**src/sv/gdrc_pkg.sv**
```systemverilog
// Shared types and constants for the grid DDA ray caster.
// Used by the controller, the datapath, the divider and the top level.
`default_nettype none

package gdrc_pkg;

    // Fixed field widths
    localparam int COL_W      = 11;
    localparam int CELL_W     = 5;
    localparam int VAL_W      = 3;
    localparam int ROW_W      = 11;
    localparam int CFG_IDX_W  = 3;
    localparam int CFG_DATA_W = 16;

    // Internal arithmetic widths
    localparam int DIV_NW   = 32;  // dividend and quotient
    localparam int DIV_DW   = 48;  // divisor
    localparam int DIST_W   = 48;  // side distances, Q16
    localparam int DELTA_W  = 41;  // per-cell distance, 2^40 marks an axis never crossed
    localparam int RAY_W    = 18;  // ray direction, Q14
    localparam int COORD_W  = 11;  // signed map coordinate while walking

    localparam logic [DELTA_W-1:0] DELTA_INF = {1'b1, {(DELTA_W-1){1'b0}}};
    localparam logic [DIV_NW-1:0]  RECIP_NUM = 32'h4000_0000;

    // Operation codes
    localparam logic OP_WRITE = 1'b0;
    localparam logic OP_CAST  = 1'b1;

    // Register indexes
    localparam logic [CFG_IDX_W-1:0] CFG_PLAYER_X = 3'd0;
    localparam logic [CFG_IDX_W-1:0] CFG_PLAYER_Y = 3'd1;
    localparam logic [CFG_IDX_W-1:0] CFG_VIEW_X   = 3'd2;
    localparam logic [CFG_IDX_W-1:0] CFG_VIEW_Y   = 3'd3;
    localparam logic [CFG_IDX_W-1:0] CFG_PLANE_X  = 3'd4;
    localparam logic [CFG_IDX_W-1:0] CFG_PLANE_Y  = 3'd5;

    typedef enum logic [3:0] {
        S_IDLE,
        S_CAM,
        S_RAY,
        S_RX_GO,
        S_RX_WAIT,
        S_RY_GO,
        S_RY_WAIT,
        S_SIDE,
        S_STEP,
        S_CHECK,
        S_HT_GO,
        S_HT_WAIT,
        S_FINISH
    } t_state;

    typedef enum logic [1:0] {
        DIV_RX,
        DIV_RY,
        DIV_HT
    } t_div_sel;

    typedef struct packed {
        logic     take_write;
        logic     take_cast;
        logic     cam_calc;
        logic     div_start;
        t_div_sel div_sel;
        logic     div_capture;
        logic     ray_calc;
        logic     side_init;
        logic     step;
        logic     check;
        logic     load_out;
    } t_dp_cmd;

    typedef struct packed {
        logic div_done;
        logic wall;
    } t_dp_stat;

endpackage

`default_nettype wire

```
**src/sv/gdrc_ctrl.sv**
```systemverilog
// Controller: sequences setup divisions, the DDA walk and the output word.
// Depends on gdrc_pkg.
`default_nettype none

module gdrc_ctrl import gdrc_pkg::*; #(
    parameter int MAX_STEPS = 64
) (
    input  wire logic     i_clk,
    input  wire logic     i_rst_n,
    input  wire logic     i_valid,
    output logic          o_ready,
    input  wire logic     i_operation,
    output logic          o_valid,
    input  wire logic     i_ready,
    output t_dp_cmd       o_cmd,
    input  wire t_dp_stat i_stat
);

    localparam int SC_W = $clog2(MAX_STEPS);

    t_state          r_state, n_state;
    logic [SC_W-1:0] r_steps;
    logic            r_out_valid;
    logic            w_accept, w_out_free;

    assign w_accept   = i_valid && (r_state == S_IDLE);
    assign w_out_free = !r_out_valid || i_ready;

    // Next state
    always_comb begin
        n_state = r_state;
        unique case (r_state)
            S_IDLE:     if (w_accept && i_operation == OP_CAST) n_state = S_CAM;
            S_CAM:      n_state = S_RAY;
            S_RAY:      n_state = S_RX_GO;
            S_RX_GO:    n_state = S_RX_WAIT;
            S_RX_WAIT:  if (i_stat.div_done) n_state = S_RY_GO;
            S_RY_GO:    n_state = S_RY_WAIT;
            S_RY_WAIT:  if (i_stat.div_done) n_state = S_SIDE;
            S_SIDE:     n_state = S_STEP;
            S_STEP:     n_state = S_CHECK;
            S_CHECK: begin
                if (i_stat.wall) n_state = S_HT_GO;
                else if (r_steps == SC_W'(MAX_STEPS - 1)) n_state = S_FINISH;
                else n_state = S_STEP;
            end
            S_HT_GO:    n_state = S_HT_WAIT;
            S_HT_WAIT:  if (i_stat.div_done) n_state = S_FINISH;
            S_FINISH:   if (w_out_free) n_state = S_IDLE;
            default:    n_state = S_IDLE;
        endcase
    end

    // Commands to the datapath
    always_comb begin
        o_cmd             = '0;
        o_cmd.div_sel     = DIV_RX;
        o_cmd.take_write  = w_accept && i_operation == OP_WRITE;
        o_cmd.take_cast   = w_accept && i_operation == OP_CAST;
        unique case (r_state)
            S_CAM:      o_cmd.cam_calc = 1'b1;
            S_RAY:      o_cmd.ray_calc = 1'b1;
            S_RX_GO: begin
                o_cmd.div_sel   = DIV_RX;
                o_cmd.div_start = 1'b1;
            end
            S_RX_WAIT: begin
                o_cmd.div_sel     = DIV_RX;
                o_cmd.div_capture = i_stat.div_done;
            end
            S_RY_GO: begin
                o_cmd.div_sel   = DIV_RY;
                o_cmd.div_start = 1'b1;
            end
            S_RY_WAIT: begin
                o_cmd.div_sel     = DIV_RY;
                o_cmd.div_capture = i_stat.div_done;
            end
            S_SIDE:     o_cmd.side_init = 1'b1;
            S_STEP:     o_cmd.step = 1'b1;
            S_CHECK:    o_cmd.check = 1'b1;
            S_HT_GO: begin
                o_cmd.div_sel   = DIV_HT;
                o_cmd.div_start = 1'b1;
            end
            S_HT_WAIT: begin
                o_cmd.div_sel     = DIV_HT;
                o_cmd.div_capture = i_stat.div_done;
            end
            S_FINISH:   o_cmd.load_out = w_out_free;
            default: ;
        endcase
    end

    // State, step count and output valid
    always_ff @(posedge i_clk) begin
        if (!i_rst_n) begin
            r_state     <= S_IDLE;
            r_steps     <= '0;
            r_out_valid <= 1'b0;
        end else begin
            r_state <= n_state;
            if (r_state == S_SIDE) begin
                r_steps <= '0;
            end else if (r_state == S_CHECK) begin
                r_steps <= r_steps + 1'b1;
            end
            if (o_cmd.load_out) begin
                r_out_valid <= 1'b1;
            end else if (i_ready) begin
                r_out_valid <= 1'b0;
            end
        end
    end

    assign o_ready = (r_state == S_IDLE);
    assign o_valid = r_out_valid;

    // A pending word is never overwritten
    a_no_overwrite: assert property (@(posedge i_clk) disable iff (!i_rst_n)
        (r_out_valid && !i_ready) |-> !o_cmd.load_out)
        else $error("output word overwritten while stalled");

    // Divider started only from a start state and idle afterwards
    a_div_start: assert property (@(posedge i_clk) disable iff (!i_rst_n)
        o_cmd.div_start |=> !o_cmd.div_start)
        else $error("divider restarted back to back");

    // Capture only with a finished quotient
    a_capture: assert property (@(posedge i_clk) disable iff (!i_rst_n)
        o_cmd.div_capture |-> i_stat.div_done)
        else $error("quotient captured before done");

endmodule

`default_nettype wire

```
**config.mk**
```make
export PLATFORM = sky130hd
export DESIGN_NAME = gdrc_ctrl
export DESIGN_NICKNAME = d
export VERILOG_FILES = /design/src/sv/gdrc_pkg.sv /design/src/sv/gdrc_ctrl.sv
export SDC_FILE = /design/constraint.sdc
export NUM_CORES = 1
export LEC_CHECK = 0
export BUFFER_PORTS_ARGS = -buffer_cell sky130_fd_sc_hd__buf_4
export CAP_MARGIN = 20
export CORE_MARGIN = 2
export CORE_UTILIZATION = 49
export DETAILED_ROUTE_END_ITERATION = 10
export PLACE_DENSITY = 0.76
export SYNTH_ARGS = -nofsm -noshare
export SYNTH_HDL_FRONTEND = slang
export SYNTH_SLANG_ARGS = --single-unit
```
**constraint.sdc**
```tcl
create_clock -name i_clk -period 2.2 [get_ports i_clk]
set_clock_uncertainty 0.2 [all_clocks]
set_input_delay 0 -clock i_clk [delete_from_list [all_inputs] [get_ports i_clk]]
set_output_delay 0 -clock i_clk [all_outputs]
set_load 0.01 [all_outputs]
```
# Yosys cells after proc, flatten, opt, wreduce, memory -nomap -nowiden
# Cells that the tools add are included.
classes:
  addsub: 1
  eq_ne: 18
  n_mux: 19
  n_bitwise: 2
  reduce_logical: 13
op_table:
  columns: ["cell", "n"]
  rows:
  - ["$pmux W4 S13", 1]
  - ["$eq A4 B4 Y1 const B", 5]
  - ["$mux W4", 5]
  - ["$eq A4 B3 Y1 const B", 4]
  - ["$mux W1", 10]
  - ["$eq A4 B2 Y1 const B", 2]
  - ["$ne A2 B2 Y1 const B", 4]
  - ["$add A6 B1 Y6 const B", 1]
  - ["$eq A6 B6 Y1 const B", 1]
  - ["$mux W3", 2]
  - ["$reduce_or A2 Y1", 3]
  - ["$reduce_or A3 Y1", 2]
  - ["$reduce_and A5 Y1", 1]
  - ["$eq A4 B1 Y1 const B", 1]
  - ["$logic_not A4 Y1", 1]
  - ["$pmux W2 S2", 1]
  - ["$logic_and A1 B1 Y1", 3]
  - ["$ne A2 B1 Y1 const B", 1]
  - ["$not A1 Y1", 2]
  - ["$reduce_bool A2 Y1", 1]
  - ["$logic_not A1 Y1", 1]
  - ["$logic_or A1 B1 Y1", 1]
totals:
  reg_bits: 11
  out_inout_bits: 14
  wordCells: 56

# Depth between registers and ports, before layout
# Gate-level depths: netlist (run 1).
depth:
  ltp_word: 5
  mapped_depth: 6
  ltp_nobuf: 4

# Worst setup path after synthesis (run 1)
# OpenSTA, ideal clock, no wires.
synth_timing:
  path_kind: "register -> register"
  startpoint: "register r_state[0]"
  endpoint: "register r_state[2]"
  arrival_ps: 1342
  required_ps: 1881
  path_slack_ps: 539
  path_stages_with_launch: 5
  n_path_buf: 0
  synth_period_minus_slack_ps: 1661
  cell_sequence: "dfxtp_1 -> nor4_2 -> a22o_4 -> nor2_1 -> o221a_1"
synth_between:
  elab_chain_len: 5
  word_cells_on_any_way: 22
synth_rtl:
  columns: ["item", "line_no", "source"]
  rows:
  - ["start, declared", "gdrc_ctrl.sv:21", "t_state r_state, n_state;"]
  - ["start signal, assigned", "gdrc_ctrl.sv:102", "r_state <= n_state;"]
  - ["$logic_not A4 Y1 (*)", null, null]
  - ["named net o_ready", "gdrc_ctrl.sv:11", "output logic o_ready,"]
  - ["$logic_and A1 B1 Y1", "gdrc_ctrl.sv:26", "assign w_accept = i_valid && (r_state == S_IDLE);"]
  - ["$logic_and A1 B1 Y1", "gdrc_ctrl.sv:33", "S_IDLE: if (w_accept && i_operation == OP_CAST) n_state = S_CAM;"]
  - ["$ne A2 B1 Y1 (no source line)", null, null]
  - ["$reduce_and A5 Y1 (no source line)", null, null]
# The timed path passes the listed nets; every way through them passes the cells marked *.
# A chain may end at the register's enable or synchronous reset.

# Worst setup path after layout (run 1)
layout_timing:
  startpoint: "register r_state[2]"
  endpoint: "register r_out_valid (netlist: o_valid)"
layout_between:
  elab_chain_len: 3
  word_cells_on_any_way: 4
layout_rtl:
  columns: ["item", "line_no", "source"]
  rows:
  - ["$eq A4 B4 Y1 (*)", "gdrc_ctrl.sv:60", "unique case (r_state)"]
  - ["$mux W1 (*)", "gdrc_ctrl.sv:60", null]
  - ["$mux W1 / $reduce_bool A2 Y1 (equally long branches)", null, null]
  - ["end signal, assigned", "gdrc_ctrl.sv:100", "r_out_valid <= 1'b0;"]
  - ["end signal, assigned", "gdrc_ctrl.sv:109", "r_out_valid <= 1'b1;"]
  - ["end signal, assigned", "gdrc_ctrl.sv:111", "r_out_valid <= 1'b0;"]
  - ["end, declared", "gdrc_ctrl.sv:23", "logic r_out_valid;"]
# Every way passes the cells marked *; elsewhere a longest branch is shown, timed or not.

==> impl_metrics.toml, run 1 <==
[power]
combinationalPowerShare_pct = 50.4
switching_share_pct = 40.94
p_seq_share_pct = 35.4
p_leak_nw = 0.3952
p_int_w = 0.0005439
p_per_area_nw_per_um2 = 1008
peakVddDrop_v = 0.0006730
power_switching_w = 0.0003770
power_frac_clock_pct = 14.2

[clock_network]
tritoncts = "done"
clk_pin_slew_worst_paths_ns = 0.07
root_buffer = "clkbuf_4"
cts_buffers = 3
cts_resized = 0
postCtsSetupRepairBufs = 0
cts_max_path_buffers = 2
clock_sinks = 11
hold_buffers = 3
worstSkewPairLatency_ns = 0.26
htree_levels = 1

[layout]
areaGrowthSynthToFinish_pct = 28.52
layout_common_cells = "21 x buf_4, 11 x dfxtp_1, 10 x nor2_1, 8 x nand2_1, 4 x xor2_1"
layout-drive-gt1-share_pct = 27.10
n_antenna_cell = 0
nets = 116
final_common_cell = "buf_4"

[floorplan]
die_x_um = 42.09
initial_utilization_pct = 53.28
die_h_um = 42.09
die_area_um2 = 1771
pin_count = 21
coreArea_um2 = 1334
rows = 13

[logic_synthesis]
yosys_register_bits = 11
syn_area_per_cell_um2 = 8.461
post_synth_inst_count = 84
syn-cell-area_um2 = 710.7
syn_nets = 92
ys_seq_area_share_pct = 30.99
yosysUniqueCellTypes = 34
synth_warnings = 0

[worst_setup_path]
cp.required_ns = 2.21
path_class = "register to register"
cp_top_family = "flip-flops"
cp_cell_sequence = "nor4bb_2, o21a_1, dlygate4sd3_1"
critPathArrivalTime_ns = 2.05
critPathLaunchType = "register"
endpoint_kind = "register"
worstPathMaxFanout = 14
cpPeakStageDelay_ns = 0.60
crit_slowest_cell = "dfxtp_1"
path_buf_inv = 1

[detailed_routing]
drc = 0
via_per_inst = 5.672
drt_iter0_drc = 10
met1_length_um = 657
drtAntennaViolNets = 0
met2_length_um = 693
via_count = 692
dr.pass1.iters = 4
wl_per_cell_um = 12.32
routed.top_layer = "met4"
routed_wl_um = 1503
wl_met3_um = 122

[timing]
slew-limit-headroom_pct = 65.28
holdWs_ns = 0.06181
rsz0062_at_grt = "false"
fin_crit_ns = 2.038
period_share_pct = 92.63
hold_violations = 0
drv_slew = 0
fmax_ghz = 0.4907
finalSetupViolCount = 0
worst_pin_slew_ns = 0.5164
fin_tns_setup_ns = 0

[grt]
grt_pass1_vias = 593
grt_pass1_wl_um = 2622
grt_max_degree = 15
overflow = 0
antenna_found_initial = 0
track_usage_pct = 19.18

[run]
drv_cap = 0

[min_path]
worstHoldPathType = "primary input to register"

[placement]
portBuffers = 20
gp_congestion = 0.7924
dp_hpwl_um = 1111

[status]
outcome = "finished clean"
## state kept, by name, indices dropped and copies added (netlist names)
register and count:
o_valid 1, r_state 4, r_steps 6
## power groups by stage
stage	clock (W)	combinational [W]	sequential, W
6_report	0.000131	0.000464	0.000326
2_1_floorplan	0	0.000388	0.000260
3_5_place_dp	0	0.000461	0.000329
5_1_grt	0.000145	0.000519	0.000339
4_1_cts	0.000137	0.000465	0.000324
3_3_place_gp	0	0.000457	0.000326
## tightest hold or removal path, stage by stage
cell,delay (ns)
buf_4,0.11
nand2_1,0.09
a22oi_1,0.10
nand4b_1,0.12
a21boi_1,0.06
## per-stage QoR
stage	cell area [um2]	cells	setup WS [ns]	total power, W	util [%]
2_1_floorplan	710.7	84	0.5392	0.0006480	-
3_3_place_gp	857.1	115	0.3381	0.0007823	64.26
3_5_place_dp	857.1	115	0.2991	0.0007893	64.26
4_1_cts	913.4	122	0.1655	0.0009266	68.48
5_1_grt	913.4	122	0.03298	0.001003	68.48
6_report	913.4	122	0.1622	0.0009209	68.48
## final timing paths
check | from | endpoint | slack, ns | cells after the start
max | r_state[2] | o_valid | 0.16 | 3
min | i_valid | r_state[1] | 0.06 | 5
max reg2reg | r_state[2] | o_valid | 0.16 | 3
min reg2reg | r_steps[5] | r_steps[5] | 0.34 | 2
## area by class of cell
class,instances,area [um2]
Clock buffer,4,26.28
Fill cell,120,420.4
Inverter,3,11.26
Multi-Input combinational cell,65,449.2
Sequential cell,11,220.2
Tap cell,15,18.77
Timing Repair Buffer,24,187.7
## layer usage
metal  global-route usage (%)  up-vias
met5                        0        -
met4                    7.500        0
met3                    7.759        4
met2                    28.75       27
met1                    24.54      310
li1                         -      351
## synth_stat cells, drive strengths merged
cell type,number,area share [%]
dfxtp,11,31
nor2,10,5.3
nand2,8,4.2
buf,5,4.2
a21boi,4,4.2
o21ai,4,2.8
xor2,4,4.9
a21oi,3,2.6
and3,3,2.6
inv,3,1.6
nor2b,3,2.6
nor3,3,2.1
a22oi,2,2.1
nand4,2,1.8
nand4b,2,2.5
o21a,2,2.1
xnor2,2,2.5
a2111o,1,1.6
a22o,1,2.5
a311o,1,1.4
a41o,1,1.4
and4bb,1,1.8
ha,1,1.8
mux2i,1,1.4
nand2b,1,0.88
nor4,1,1.8
nor4bb,1,2.3
o221a,1,1.6
o32ai,1,1.2
or3b,1,1.2
## cells by family after synthesis
| family | after synthesis | share of synthesized area, % |
|---|---|---|
| fa+ha+maj | 1 | 1.760 |
| buf+inv | 8 | 5.809 |
| mux | 1 | 1.409 |
| simple gates | 36 | 29.05 |
| xor+xnor | 6 | 7.394 |
| flops | 11 | 30.99 |
| compound gates | 21 | 23.59 |
Power figures use the tool's default switching activity.
==> inputs of run 2 (changes only) <==
--- a/config.mk
+++ b/config.mk
@@ -8,9 +8,9 @@
 export BUFFER_PORTS_ARGS = -buffer_cell sky130_fd_sc_hd__buf_4
 export CAP_MARGIN = 20
 export CORE_MARGIN = 2
-export CORE_UTILIZATION = 49
+export CORE_UTILIZATION = 50
 export DETAILED_ROUTE_END_ITERATION = 10
-export PLACE_DENSITY = 0.76
+export PLACE_DENSITY = 0.78
 export SYNTH_ARGS = -nofsm -noshare
 export SYNTH_HDL_FRONTEND = slang
 export SYNTH_SLANG_ARGS = --single-unit
==> constraint.sdc (replaced) <==
create_clock -name i_clk -period 2.4 [get_ports i_clk]
set_clock_uncertainty 0.2 [all_clocks]
set_input_delay 0 -clock i_clk [delete_from_list [all_inputs] [get_ports i_clk]]
set_output_delay 0 -clock i_clk [all_outputs]
set_load 0.01 [all_outputs]
==> impl_metrics.toml, run 2 (same netlist as run 1, synthesis figures left out) <==
[layout]
final_common_cell = "buf_4"
layout_common_cells = "20 x buf_4, 11 x dfxtp_1, 10 x nor2_1, 8 x nand2_1, 4 x xor2_1"
areaGrowthSynthToFinish_pct = 27.46
layout-drive-gt1-share_pct = 26.42
nets = 115
n_antenna_cell = 0
top_register = "r_steps"
largest_reg_flops = 6
final_core_util_pct = 68.76

[clock_network]
postCtsSetupRepairBufs = 0
hold_buffers = 3
root_buffer = "clkbuf_4"
tritoncts = "done"
htree_levels = 1
cts_buffers = 3
clock_sinks = 11
worstSkewPairLatency_ns = 0.27
cts_max_path_buffers = 2
clk_pin_slew_worst_paths_ns = 0.07
cts_resized = 0

[grt]
grt_max_degree = 15
antenna_found_initial = 0
grt_pass1_vias = 540
grt_pass1_wl_um = 2477
overflow = 0
track_usage_pct = 17.95

[min_path]
hold_depth = 3
min_from = "i_operation"
worstHoldPathType = "primary input to output port"

[placement]
dp_slack_ns = 0.5152
dp_hpwl_um = 1057
portBuffers = 20
gp_congestion = 0.7057

[floorplan]
die_h_um = 41.70
initial_utilization_pct = 53.94
die_area_um2 = 1739
coreArea_um2 = 1318
die_x_um = 41.70
pin_count = 21
rows = 13

[detailed_routing]
via_count = 674
via_per_inst = 5.570
dr.pass1.iters = 4
drc = 0
routed_wl_um = 1499
wl_per_cell_um = 12.39
drtAntennaViolNets = 0
drt_iter0_drc = 12

[worst_setup_path]
worstPathMaxFanout = 14
cp.required_ns = 2.36
path_class = "register to register"
r2r-start = "r_state[3]"
critPathArrivalTime_ns = 1.87
endpoint_kind = "register"
critPathLaunchType = "register"
critPathLaunch = "r_state[3]"
r2r_cells = 4

[timing]
drv_slew = 0
fin_crit_ns = 1.909
hold_violations = 0
holdWs_ns = 0.05677
fmax_ghz = 0.5238
setup_slack_ns = 0.4910
finalSetupViolCount = 0
fin_tns_setup_ns = 0
worst_pin_slew_ns = 0.5236
rsz0062_at_grt = "false"
slew-limit-headroom_pct = 64.81
period_share_pct = 79.54

[power]
p_leak_nw = 0.3870
p_total_w = 0.0008455
p_per_area_nw_per_um2 = 933.4
peakVddDrop_v = 0.0004348

[status]
outcome = "finished clean"

[run]
drv_cap = 0
run 2: cell types whose count changed in the layout (fill, tap and decap cells not counted):
cell,delta
buf_4,-1
run 2: path summary, 6_finish.rpt:
check          endpoint  slack [ns]
max reg2reg  r_state[2]        0.49
max          r_state[2]        0.49
min reg2reg  r_steps[1]        0.33
min           o_cmd[11]        0.06
run 2: per-layer routing:
| metal | vias up | wire length [um] | track usage (%) |
|---|---|---|---|
| met1 | 309 | 694 | 24.46 |
| li1 | 350 | - | - |
| met2 | 11 | 732 | 27.81 |
| met4 | 0 | 26 | 9.677 |
| met3 | 4 | 46 | 1.739 |
| met5 | - | 0 | 0 |
run 2: worst max-delay path, cell delays in order (launching register included):
cell and delay (ns):
dfxtp_1 0.56, nor4bb_2 0.52, a22o_4 0.23, nor2_1 0.05
o221a_1 0.23
run 2: stage by stage:
stage,instance area [um2],instances
after floorplan,710.7,84
after global placement,849.6,114
after detailed placement,849.6,114
after CTS,905.9,121
after global routing,905.9,121
final,905.9,121
run 2: cell type report:
type | count | area (um2)
Tap cell | 15 | 18.77
Timing Repair Buffer | 23 | 180.2
Sequential cell | 11 | 220.2
Multi-Input combinational cell | 65 | 449.2
Clock buffer | 4 | 26.28
Fill cell | 119 | 411.6
Inverter | 3 | 11.26
run 2: report_power, final:
group | switching [W] | internal [W] | total [W]
registers | 0.0000891 | 0.000209 | 0.000298
logic | 0.000197 | 0.000226 | 0.000423
clock network | 0.0000609 | 0.0000644 | 0.000125
==> inputs of run 3 (changes only) <==
--- a/config.mk
+++ b/config.mk
@@ -8,9 +8,9 @@
 export BUFFER_PORTS_ARGS = -buffer_cell sky130_fd_sc_hd__buf_4
 export CAP_MARGIN = 20
 export CORE_MARGIN = 2
-export CORE_UTILIZATION = 50
+export CORE_UTILIZATION = 49
 export DETAILED_ROUTE_END_ITERATION = 10
-export PLACE_DENSITY = 0.78
+export PLACE_DENSITY = 0.76
 export SYNTH_ARGS = -nofsm -noshare
 export SYNTH_HDL_FRONTEND = slang
 export SYNTH_SLANG_ARGS = --single-unit
==> constraint.sdc (replaced) <==
create_clock -name i_clk -period 1.8 [get_ports i_clk]
set_clock_uncertainty 0.2 [all_clocks]
set_input_delay 0 -clock i_clk [delete_from_list [all_inputs] [get_ports i_clk]]
set_output_delay 0 -clock i_clk [all_outputs]
set_load 0.01 [all_outputs]
==> impl_metrics.toml, run 3 (same netlist as run 1, synthesis figures left out) <==
[status]
outcome = "finished clean"

[detailed_routing]
via_count = 716
routed_wl_um = 1736
drtAntennaViolNets = 0
drt_iter0_drc = 19
dr.pass1.iters = 4
wl_per_cell_um = 13.67
drc = 0
via_per_inst = 5.638

[timing]
worst_pin_slew_ns = 0.4304
rsz0062_at_grt = "false"
fmax_ghz = 0.5904
slew-limit-headroom_pct = 71.12
finalSetupViolCount = 0
fin_crit_ns = 1.694
drv_slew = 0
hold_violations = 0
period_share_pct = 94.10
fin_tns_setup_ns = 0
setup_slack_ns = 0.1063

[layout]
final_common_cell = "buf_4"
layout-drive-gt1-share_pct = 32.14
ff_latch_area_um2 = 222.7
top_register = "r_steps"
layout.cells.non_filler = 127
largest_reg_flops = 6
layout_common_cells = "26 x buf_4, 10 x nor2_1, 9 x dfxtp_1, 8 x nand2_1, 4 x xor2_1"
n_antenna_cell = 0
nets = 121
nFillCells = 106
areaGrowthSynthToFinish_pct = 37.68
finalInstanceArea_um2 = 978.4
multiInputGateArea_um2 = 474.2

[worst_setup_path]
cp_top_family = "simple AND/OR/NAND/NOR gates"
r2r-start = "r_state[0]"
worstPathMaxFanout = 10
crit_slowest_cell = "dfxtp_1"
path_class = "register to register"
cp.required_ns = 1.74
path_buf_inv = 1
timing.rr.end = "r_steps[4]"
endpoint_kind = "register"
cp_cell_sequence = "buf_4, and4bb_2, nand4_1, xor2_1, nor2_1"
r2r_cells = 5
critPathLaunchType = "register"
r2r_setup_slack_ns = 0.11
cpPeakStageDelay_ns = 0.47
critPathArrivalTime_ns = 1.64

[power]
p_leak_nw = 0.4245
peakVddDrop_v = 0.0008872
p_total_w = 0.001281
p_per_area_nw_per_um2 = 1309

[grt]
overflow = 0
antenna_found_initial = 0
grt_max_degree = 11
track_usage_pct = 21.09
grt_pass1_wl_um = 2911
grt_pass1_vias = 642

[clock_network]
htree_levels = 1
tritoncts = "done"
clock_sinks = 11
cts_buffers = 3
cts_max_path_buffers = 2
root_buffer = "clkbuf_4"
clk_pin_slew_worst_paths_ns = 0.07
worstSkewPairLatency_ns = 0.26
postCtsSetupRepairBufs = 0

[floorplan]
pin_count = 21
die_h_um = 42.09
initial_utilization_pct = 53.28
die_x_um = 42.09
coreArea_um2 = 1334
rows = 13
die_area_um2 = 1771

[run]
drv_cap = 0

[placement]
gp_congestion = 0.8261
dp.cells = 120
dp_slack_ns = 0.1175
portBuffers = 20
dp_hpwl_um = 1255
placed_area_um2 = 894.6

[min_path]
worstHoldEndpoint = "o_cmd[11]"
hold_depth = 3
min_from = "i_operation"
worstHoldPathType = "primary input to output port"
==> run 3: worst max path at each step <==
| stage | start | to | slack, ns | depth (start not counted) |
|---|---|---|---|---|
| finish | r_state[0] | r_steps[4] | 0.11 | 5 |
| global route | r_state[0] | r_steps[4] | 0.007 | 5 |
| CTS | r_state[3] | o_cmd[0] | 0.09 | 4 |
| detailed placement | r_state[2] | r_state[2] | 0.12 | 4 |
| global placement | r_steps[0] | r_state[2] | 0.16 | 4 |
| floorplan | r_state[0] | r_state[2] | 0.14 | 4 |
==> run 3: stage by stage <==
| stage | hold WS [ns] | utilization [%] |
|---|---|---|
| after floorplan | -0.1525 | - |
| after global placement | 0.05075 | 67.07 |
| after detailed placement | 0.05452 | 67.07 |
| after CTS | 0.05516 | 71.29 |
| after global routing | 0.07440 | 73.36 |
| final | 0.05697 | 73.36 |
==> run 3: worst register-to-register path, stage by stage, from the launching register on <==
cell and delay (ns):
dfxtp_1 0.47, buf_4 0.22, and4bb_2 0.35, nand4_1 0.13, xor2_1 0.14, nor2_1 0.05
==> run 3: area by class of cell <==
type,instances,area share [%]
Tap cell,15,1.918
Multi-Input combinational cell,65,48.47
Sequential cell,11,22.76
Clock buffer,4,2.685
Inverter,3,1.151
Timing Repair Buffer,29,23.02
==> run 3: power by group <==
group	internal [W]	switching [W]	total, W
clock	0.0000857	0.0000820	0.000168
sequential	0.000281	0.0000774	0.000358
combinational	0.000392	0.000363	0.000755
total	0.000759	0.000522	0.00128
==> run 3: repair_timing <==
| item | CTS | global route |
|---|---|---|
| resized for setup | 0 | 5 |
| hold buffers | 3 | 0 |
| setup endpoints to repair | 0 | 3 |
| hold endpoints to repair | 11 | 0 |
==> run 3: metal layers <==
layer	up-vias	track usage, %	wire length [um]
met5	-	0	0
met4	0	8.125	12
met3	2	4.310	86
met2	21	33.75	850
met1	333	27.75	786
li1	360	-	-
